## src/hdl/mt19937_random_source_assert.svh

```systemverilog
// Assertion macros shared by the random source.
`ifndef MT19937_RANDOM_SOURCE_ASSERT_SVH
`define MT19937_RANDOM_SOURCE_ASSERT_SVH

// Checks that a condition implies a consequence in the same cycle.
`define MT_ASSERT_IMPLY(label, clk, rst, cond, cons) \
   label: assert property (@(posedge clk) disable iff (rst) (cond) |-> (cons)) \
      else $error("implication failed");

// Checks that a condition implies a consequence in the next cycle.
`define MT_ASSERT_NEXT(label, clk, rst, cond, cons) \
   label: assert property (@(posedge clk) disable iff (rst) (cond) |=> (cons)) \
      else $error("next-cycle implication failed");

`endif

```

## src/hdl/mtrs_pkg.sv

```systemverilog
package mtrs_pkg;

   localparam int unsigned MtN = 624;
   localparam int unsigned MtM = 397;
   localparam logic [31:0] MtMatrix = 32'h9908_B0DF;
   localparam logic [31:0] MtInitMult = 32'd1812433253;
   localparam logic [31:0] SeedOffset = 32'd1;

   localparam logic [1:0] OpRaw = 2'd0;
   localparam logic [1:0] OpFrac = 2'd1;
   localparam logic [1:0] OpPerm = 2'd2;
   localparam logic [1:0] OpNone = 2'd3;

   typedef logic [9:0] word_index_type;

   typedef enum logic [3:0] {
      ST_INIT_RD,
      ST_INIT_MUL,
      ST_INIT_WR,
      ST_IDLE,
      ST_REGEN_RD0,
      ST_REGEN_RD1,
      ST_REGEN_RD2,
      ST_REGEN_WR,
      ST_WORD_RD,
      ST_WORD_USE,
      ST_PERM_FILL,
      ST_PERM_MOD,
      ST_PERM_SWAP,
      ST_EMIT_RD,
      ST_EMIT_OUT
   } state_type;

   typedef struct packed {
      logic start;
      logic [31:0] dividend;
      logic [6:0] divisor;
   } div_cmd_type;

   function automatic logic [31:0] temper(input logic [31:0] w);
      logic [31:0] y;
      y = w ^ (w >> 11);
      y = y ^ ((y << 7) & 32'h9D2C_5680);
      y = y ^ ((y << 15) & 32'hEFC6_0000);
      y = y ^ (y >> 18);
      return y;
   endfunction

endpackage

```

## src/hdl/mtrs_divider.sv

```systemverilog
module mtrs_divider (
   input  logic clock,
   input  logic reset,
   input  mtrs_pkg::div_cmd_type cmd,
   output logic busy,
   output logic [5:0] remainder
);
   import mtrs_pkg::*;

   logic [31:0] quo_ff, quo_in;
   logic [6:0] rem_ff, rem_in;
   logic [6:0] den_ff, den_in;
   logic [5:0] cnt_ff, cnt_in;
   logic busy_ff, busy_in;
   logic [7:0] trial;

   assign trial = {rem_ff, quo_ff[31]} - {1'b0, den_ff};

   always_comb begin
      quo_in = quo_ff;
      rem_in = rem_ff;
      den_in = den_ff;
      cnt_in = cnt_ff;
      busy_in = busy_ff;
      if (cmd.start) begin
         quo_in = cmd.dividend;
         rem_in = '0;
         den_in = cmd.divisor;
         cnt_in = 6'd32;
         busy_in = 1'b1;
      end else if (busy_ff) begin
         quo_in = {quo_ff[30:0], 1'b0};
         if (!trial[7]) begin
            rem_in = trial[6:0];
         end else begin
            rem_in = {rem_ff[5:0], quo_ff[31]};
         end
         cnt_in = cnt_ff - 6'd1;
         if (cnt_ff == 6'd1) begin
            busy_in = 1'b0;
         end
      end
   end

   always_ff @(posedge clock) begin
      quo_ff <= quo_in;
      rem_ff <= rem_in;
      den_ff <= den_in;
      cnt_ff <= cnt_in;
      if (reset) begin
         busy_ff <= 1'b0;
      end else begin
         busy_ff <= busy_in;
      end
   end

   assign busy = busy_ff;
   assign remainder = rem_ff[5:0];
endmodule

```

## config.mk

```make
export PLATFORM = sky130hd
export DESIGN_NAME = mtrs_divider
export DESIGN_NICKNAME = d
export VERILOG_FILES = /design/src/hdl/mt19937_random_source_assert.svh /design/src/hdl/mtrs_pkg.sv /design/src/hdl/mtrs_divider.sv
export SDC_FILE = /design/constraint.sdc
export NUM_CORES = 1
export LEC_CHECK = 0
export BUFFER_PORTS_ARGS = -buffer_cell sky130_fd_sc_hd__buf_4
export CAP_MARGIN = 25
export CORE_MARGIN = 8
export CORE_UTILIZATION = 50
export DETAILED_ROUTE_END_ITERATION = 6
export GPL_TIMING_DRIVEN = 0
export HOLD_SLACK_MARGIN = 0.05
export PLACE_DENSITY_LB_ADDON = 0.08
export SYNTH_ARGS = -nofsm -noshare
export SYNTH_HDL_FRONTEND = slang
export SYNTH_SLANG_ARGS = --single-unit
```

## constraint.sdc

```tcl
create_clock -name clock -period 1.9 [get_ports clock]
set_input_delay 0.095 -clock clock [delete_from_list [all_inputs] [get_ports clock]]
set_output_delay 0.095 -clock clock [all_outputs]
set_load 0.01 [all_outputs]
```

======== Yosys cells after proc, flatten, opt, wreduce, memory -nomap -nowiden ========
Index checks and enable logic that the tools add are counted.
storage, ports and cells
  register bits after elaboration ......... 53
  bits in latches ......................... 0
  memory bits (writable) .................. 0
  bits in read-only memories .............. 0
  memories ................................ 0
operators by class
  add/sub/neg operators ................... 2
  multiply operators ...................... 0
  divide/modulo/power cells ............... 0
  order comparisons ....................... 0
  equal/unequal tests ..................... 1
  shift-type cells ........................ 0
  muxes and demuxes ....................... 6
  bitwise gates (word level) .............. 0
  reductions and logical operators ........ 1
operators with widths
  kind                   number
  $mux W32               2
  $sub A8 B7 Y8          1
  $mux W7                1
  $eq A6 B1 Y1 const B   1
  $sub A6 B1 Y6 const B  1
  $mux W1                3
  $reduce_bool A2 Y1     1

======== Depth between registers and ports, before layout ========
Gate-level depths: netlist of run 1.
  depth after elaboration ................. 4
  gate-level depth with buffers ........... 8

======== Least setup slack after synthesis of run 1 ========
Ideal clock, no wire load.
  path type ............................... flip-flop to flip-flop
  from .................................... register den_ff[1]
  to ...................................... register rem_ff[5]
  library setup time ...................... 0.088 ns
  arrival ................................. 1.944 ns
  data required time ...................... 1.812 ns
  path slack .............................. -0.132 ns
  stages on the path, launching flop included .. 8
  buffers on the path ..................... 0
  clock period less this slack ............ 2.032 ns
  cell sequence ........................... edfxtp_1 inv_1 ha_1 nand2b_1 a211o_1 a21o_1 or4_4 a311oi_2
on the way
  cells in the longest elaborated chain, start to end .. 2
ends and longest elaborated chain
  element                   RTL line            text
  start: declaration        mtrs_divider.sv:12  logic [6:0] den_ff, den_in;
  start signal: assignment  mtrs_divider.sv:48  den_ff <= den_in;
  $sub A8 B7 Y8             mtrs_divider.sv:17  assign trial = {rem_ff, quo_ff[31]} - {1'b0, den_ff};
  $mux W7                   mtrs_divider.sv:33  if (!trial[7]) begin
  end signal: assignment    mtrs_divider.sv:47  rem_ff <= rem_in;
  end: declaration          mtrs_divider.sv:11  logic [6:0] rem_ff, rem_in;
Every way passes these cells.
A chain may end at the register's enable or synchronous reset.

======== Worst setup path in the final report of run 1 ========
Same ends and word-level chain as after synthesis.

==> metrics.csv, run 1 <==
stage,metric,value,unit
run_status,status,"finished, violations left",
run_status,violations,setup timing,
clock_network,clkTransAtPathRegs,0.09,ns
worst_setup_path,rr_endpoint,rem_ff[5],
place,dp_cells,328,
routing,postRouteAntennaNets,0,
clock_network,numCtsBuffers,5,
floorplanning,die_y,88.4,um
worst_setup_path,critPathTopFamily,simple AND/OR/NAND/NOR gates,
timing,fin_crit_sh,1.13,
synth,postSynthAreaPerCell,12.5,um2
global_route,grtUsageTotal,0.134,
timing,period_needed,2.14,ns
synth,yosys-top-cells-area,"edfxtp_1 (45%), mux2_2 (13%), dfxtp_1 (11%)",
floorplanning,core,0.00507,mm2
worst_setup_path,critical_path_class,reg -> reg,
timing,rsz0062_at_grt,true,
floorplanning,start_util,0.517,
clock_network,root_buffer,clkbuf_8,
finish,regArea,0.00145,mm2
min_path,min_path_type,in -> reg,
clock_network,htreeDepth,2,
worst_setup_path,slowest_stage,or4_4,
clock_network,cts_buffer_depth,2,
global_route,grt_max_degree,24,
timing,setup-violations-final,7,
timing,slew_violations,0,
finish,multiInputGateArea,0.00113,mm2
routing,wl_per_cell,14.6,um
worst_setup_path,worstPathArrival,2.35,ns
synth,yosys.area.top_type,edfxtp_1,
clock_network,clock_latency,0.29,ns
routing,num_vias,1795,
floorplanning,row_count,26,
global_route,grt.overflow.total,0,
synth,syn-cell-area,0.00262,mm2
timing,tightest_slew,0.538,ns
min_path,min_from,cmd[7],
timing,finalHoldViolations,0,
worst_setup_path,critPathRequiredTime,2.11,ns
routing,firstDrtPassIters,4,
worst_setup_path,cp-end-kind,flop,
power,powerDensity,819,mW/mm2
floorplanning,die_area,0.00782,mm2
timing,tns,-0.784,ns
clock_network,cts_sinks,53,
timing,fin_worst_skew,0.00604,ns
global_route,antenna_found_initial,0,
power,vdd_drop_max,0.590,mV
routing,drt_iter0_markers,97,
worst_setup_path,critPathMaxFanout,6,
floorplanning,die_w,88.4,um
worst_setup_path,slowest_delay,0.50,ns
min_path,hold_end,quo_ff[0],
power,total_power,2.81,mW
finish,drive_gt1_frac,0.430,
timing,layout_setup_ws,-0.240,ns
timing,fmax,467,MHz
min_path,hold_depth,2,
job,cap_violations,0,
floorplanning,pin_count,49,
synth,synth_flop_cell,edfxtp_1,
worst_setup_path,reg2reg_depth,7,
place,hpwl,3520,um
global_route,grt_pass1_wl,8350,um
synth,synth.distinct_cells,44,
finish,n_antenna_cell,0,
routing,wirelength,5080,um
synth,syn-num-nets,261,
finish,syn_to_final_growth,31.2,%
power,leakage,1.36,nW
synth,synth_edf_count,39,
worst_setup_path,reg2reg_from,den_ff[1],
place,gp_congestion,0.840,
timing,relSlewSlack,0.642,
place,portBuffers,48,
routing,via_per_inst,5.14,
synth,synth_top_cell_area_share,0.447,
synth,ys_ff_latch,53,
worst_setup_path,cp-start-kind,flop,
finish,final_util,0.678,
synth,synth-seq-area-share,0.554,
routing,post-route-drc-count,0,
synth,yosysWarnings,0,
global_route,grt_pass1_vias,1894,
clock_network,cts_tree,yes,
finish,fillers,417,
finish,finalNetCount,330,
worst_setup_path,cp_cell_sequence,inv_1 -> ha_1 -> nand2b_1 -> a211o_4 -> and3_4 -> or4_4 -> a311oi_2,
worst_setup_path,reg2reg_slack,-0.24,ns
synth,ys_async_sr_fraction,0,
synth,netlist_instances,209,
worst_setup_path,path_buf_inv,1,
finish,fin_cells,349,
-- cell type report --
| cell class | count | area share |
|---|---|---|
| timing repair buffer | 62 | 0.147 |
| inverter | 14 | 0.0153 |
| clock buffer | 6 | 0.0211 |
| buffer | 13 | 0.0317 |
| clock inverter | 2 | 0.00983 |
| tap | 70 | 0.0255 |
| multi-input combinational | 129 | 0.328 |
| sequential | 53 | 0.422 |
-- metal layers --
metal / GRT usage / routed length [um] / up-vias
met2: 0.236 / 2590 / 33
li1: - / - / 902
met5: 0 / 0 / -
met3: 0.0371 / 240 / 4
met4: 0.0323 / 26 / 0
met1: 0.156 / 2220 / 856
-- Yosys cell counts, types with 4 or more instances --
master / instances
nand2b_1: 4
ha_1: 9
nor2_1: 22
mux2_2: 31
nand2_1: 5
buf_4: 6
nor3_1: 4
o21ai_0: 5
inv_1: 13
nand3_1: 5
xnor2_1: 4
dfxtp_1: 14
a21oi_1: 8
edfxtp_1: 39
-- power breakdown --
part | total, mW | internal [mW] | switching [mW]
Sequential | 1.44 | 1.38 | 0.0605
Combinational | 0.642 | 0.357 | 0.286
Clock | 0.733 | 0.389 | 0.344
Total | 2.81 | 2.12 | 0.690
-- sequential cells by signal, indices dropped and copies added, names as in the netlist --
name	cells
den_ff	7
quo_ff	32
rem_ff	7
cnt_ff	6
busy	1
-- worst max-delay path by stage --
stage              start          to  slack [ns]  cells past startpoint
2_1_floorplan  den_ff[1]   rem_ff[5]       -0.10                      7
3_3_place_gp     cmd[39]  quo_ff[22]       -0.65                      5
3_5_place_dp   den_ff[6]   rem_ff[3]       -0.31                      7
4_1_cts        den_ff[1]   rem_ff[5]       -0.22                      7
5_1_grt        den_ff[1]   rem_ff[5]       -0.32                      7
6_report       den_ff[1]   rem_ff[5]       -0.24                      7
-- logic make-up after synthesis --
group / after synthesis / share of synthesized area
AOI/OAI and AO/OA: 33 / 0.0916
and+or+nand+nor: 50 / 0.0926
muxes: 31 / 0.133
xor gates and xnor gates: 5 / 0.0167
buffers and inverters: 27 / 0.0616
adders and majority gates: 10 / 0.0506
DFF: 53 / 0.554
-- metrics by stage --
| step | instance area [um2] | hold slack [ns] | worst slack [ns] |
|---|---|---|---|
| floorplan | 2630 | 0.167 | -0.104 |
| finish | 3440 | 0.0826 | -0.240 |
| global placement | 3080 | 0.255 | -0.650 |
| global route | 3440 | 0.0662 | -0.315 |
| detailed placement | 3110 | 0.266 | -0.310 |
| CTS | 3390 | 0.0744 | -0.223 |
-- timing repair --
action                                  CTS  global route
setup buffers                             3             2
pin swaps                                 6             3
endpoints found under the setup margin    7             7
gates resized for setup                  11             6
hold endpoints to repair                  8             0
hold buffers                              8             0
-- placed cells by master (no fill, tap or decap), types with 3 or more instances in the layout --
master,n
o21ai_0,4
inv_1,12
nor3_1,4
nand2_1,5
a21oi_1,7
ha_1,5
dlygate4sd3_1,8
nand2b_1,3
nand3_1,5
xnor2_1,4
dfxtp_1,14
clkbuf_8,8
mux2_2,31
nor2_1,21
ha_4,4
buf_4,59
edfxtp_1,39
Note: power is estimated with default switching activity, not from simulation.
==> run 2, diff against run 1 <==
CORE_MARGIN = 5   (was 8)
==> metrics.csv, run 2 (synthesized netlist as in run 1, its figures left out) <==
stage,metric,value,unit
run_status,status,"finished, violations left",
run_status,violations,setup timing,
clock_network,htreeDepth,2,
clock_network,clock_latency,0.32,ns
finish,syn_to_final_growth,33.8,%
global_route,grt_max_degree,22,
min_path,hold_end,quo_ff[22],
timing,worst_hold_slack,0.0730,ns
routing,wirelength,5420,um
place,hpwl,3460,um
place,placed_area,0.00311,mm2
global_route,grt.overflow.total,0,
worst_setup_path,cp-start-kind,flop,
floorplanning,die_area,0.00679,mm2
finish,n_antenna_cell,0,
timing,fin_worst_skew,0.00992,ns
routing,post-route-drc-count,0,
worst_setup_path,critPathTopFamily,compound AO/OA/AOI/OAI gates,
timing,relSlewSlack,0.635,
floorplanning,row_count,26,
finish,finalNetCount,332,
finish,drive_gt1_frac,0.473,
timing,period_needed,2.10,ns
floorplanning,pin_count,49,
floorplanning,die_y,82.4,um
global_route,grt_pass1_vias,1823,
global_route,grt_use_met2,0.268,
timing,finalHoldViolations,0,
finish,top_regs,"quo_ff (32), den_ff (7), rem_ff (7)",
clock_network,cts_buffer_depth,2,
power,vdd_drop_max,0.500,mV
min_path,hold_depth,2,
worst_setup_path,worstPathArrival,2.33,ns
timing,setup-violations-final,7,
global_route,top_usage_layer,met2,
global_route,grt_pass1_wl,8630,um
min_path,min_path_type,in -> reg,
timing,tightest_slew,0.548,ns
worst_setup_path,rr_endpoint,rem_ff[5],
worst_setup_path,path_buf_inv,1,
routing,num_vias,1855,
floorplanning,start_util,0.513,
timing,fmax,475,MHz
floorplanning,core,0.00511,mm2
worst_setup_path,cp-end-kind,flop,
worst_setup_path,cp_cell_sequence,inv_2 -> ha_4 -> nand2b_4 -> a211o_4 -> a21o_1 -> or4_4 -> a311oi_2,
job,cap_violations,0,
worst_setup_path,critPathRequiredTime,2.13,ns
worst_setup_path,reg2reg_slack,-0.20,ns
routing,drt_iter0_markers,83,
finish,final_common_cell,buf_4,
place,gp_congestion,0.830,
min_path,min_from,cmd[29],
timing,slew_violations,0,
worst_setup_path,critPathMaxFanout,6,
power,total_power,2.94,mW
finish,top_register,quo_ff,
routing,via_per_inst,5.28,
finish,final_util,0.687,
global_route,use_met3,0.0510,
routing,firstDrtPassIters,4,
timing,rsz0062_at_grt,true,
clock_network,clkTransAtPathRegs,0.11,ns
global_route,grtUsageTotal,0.167,
clock_network,cts_tree,yes,
power,leakage,1.37,nW
routing,postRouteAntennaNets,0,
global_route,antenna_found_initial,0,
finish,largest_reg_flops,32,
worst_setup_path,reg2reg_depth,7,
timing,fin_crit_sh,1.11,
global_route,use_met1,0.223,
worst_setup_path,slowest_delay,0.49,ns
power,powerDensity,837,mW/mm2
timing,layout_setup_ws,-0.204,ns
finish,mostFrequentLayoutCells,"buf_4 (59), edfxtp_1 (39), mux2_2 (31)",
clock_network,root_buffer,clkbuf_8,
worst_setup_path,reg2reg_from,den_ff[1],
clock_network,cts_sinks,53,
worst_setup_path,slowest_stage,or4_4,
floorplanning,die_w,82.4,um
routing,wl_per_cell,15.4,um
finish,final_area,0.00351,mm2
worst_setup_path,critical_path_class,reg -> reg,
timing,tns,-1.07,ns
clock_network,numCtsBuffers,5,
place,portBuffers,48,
run 2: cell count changes in the layout (fill, tap and decap cells not counted), sizes merged:
| cell | before | now |
|---|---|---|
| clkinvlp | 0 | 1 |
| inv | 14 | 15 |
| buf | 63 | 64 |
| clkbuf | 10 | 9 |
| clkinv | 1 | 0 |
| dlygate4sd3 | 8 | 9 |
run 2: area by class of cell:
class	count	area (um2)
fillers	397	1600
flip-flops and latches	53	1450
multi-input cells	129	1160
repair buffers	64	527
plain buffers	13	109
well taps	70	87.6
clock buffers	5	68.8
inverters	14	52.6
clock inverters	3	48.8
run 2: worst register-to-register path, cell delays in order, from the launching register on:
cell and delay, ns:
edfxtp_1 0.38, inv_2 0.06, ha_4 0.27, nand2b_4 0.06
a211o_4 0.36, a21o_1 0.20, or4_4 0.49, a311oi_2 0.21
run 2: routing by layer:
metal  up-vias  part of all wire  wire, um
li1        912                 -         -
met1       888              0.43      2340
met2        53              0.51      2740
met3         2             0.058       313
met4         0            0.0028        15
met5         -                 0         0
run 2: where the power goes:
part	internal (mW)	switching, mW
Combinational	0.376	0.299
Clock	0.402	0.412
Sequential	1.38	0.0658
Total	2.16	0.777
run 2: stage by stage:
| stage | cells | worst slack, ns |
|---|---|---|
| floorplan | 209 | -0.104 |
| global placement | 327 | -0.635 |
| detailed placement | 328 | -0.297 |
| CTS | 348 | -0.170 |
| global route | 351 | -0.288 |
| finish | 351 | -0.204 |
run 2: how the worst max path moves through the flow:
stage                     depth (start not counted)      start  slack [ns]    endpoint
final                                             7  den_ff[1]       -0.20   rem_ff[5]
after global routing                              6  rem_ff[4]       -0.29   rem_ff[5]
after CTS                                         7  den_ff[1]       -0.17   rem_ff[5]
after detailed placement                          6  rem_ff[5]       -0.30   rem_ff[3]
after global placement                            5    cmd[39]       -0.64  quo_ff[24]
after floorplan                                   7  den_ff[1]       -0.10   rem_ff[5]
run 2: timing repair:
item                       4_1_cts  5_1_grt
hold buffers                     9        0
pin swaps                        5        4
setup endpoints to repair        7       28
gates resized for setup         19       10
buffers inserted                 3        3
cloned                           0        0
hold endpoints to repair         9        0
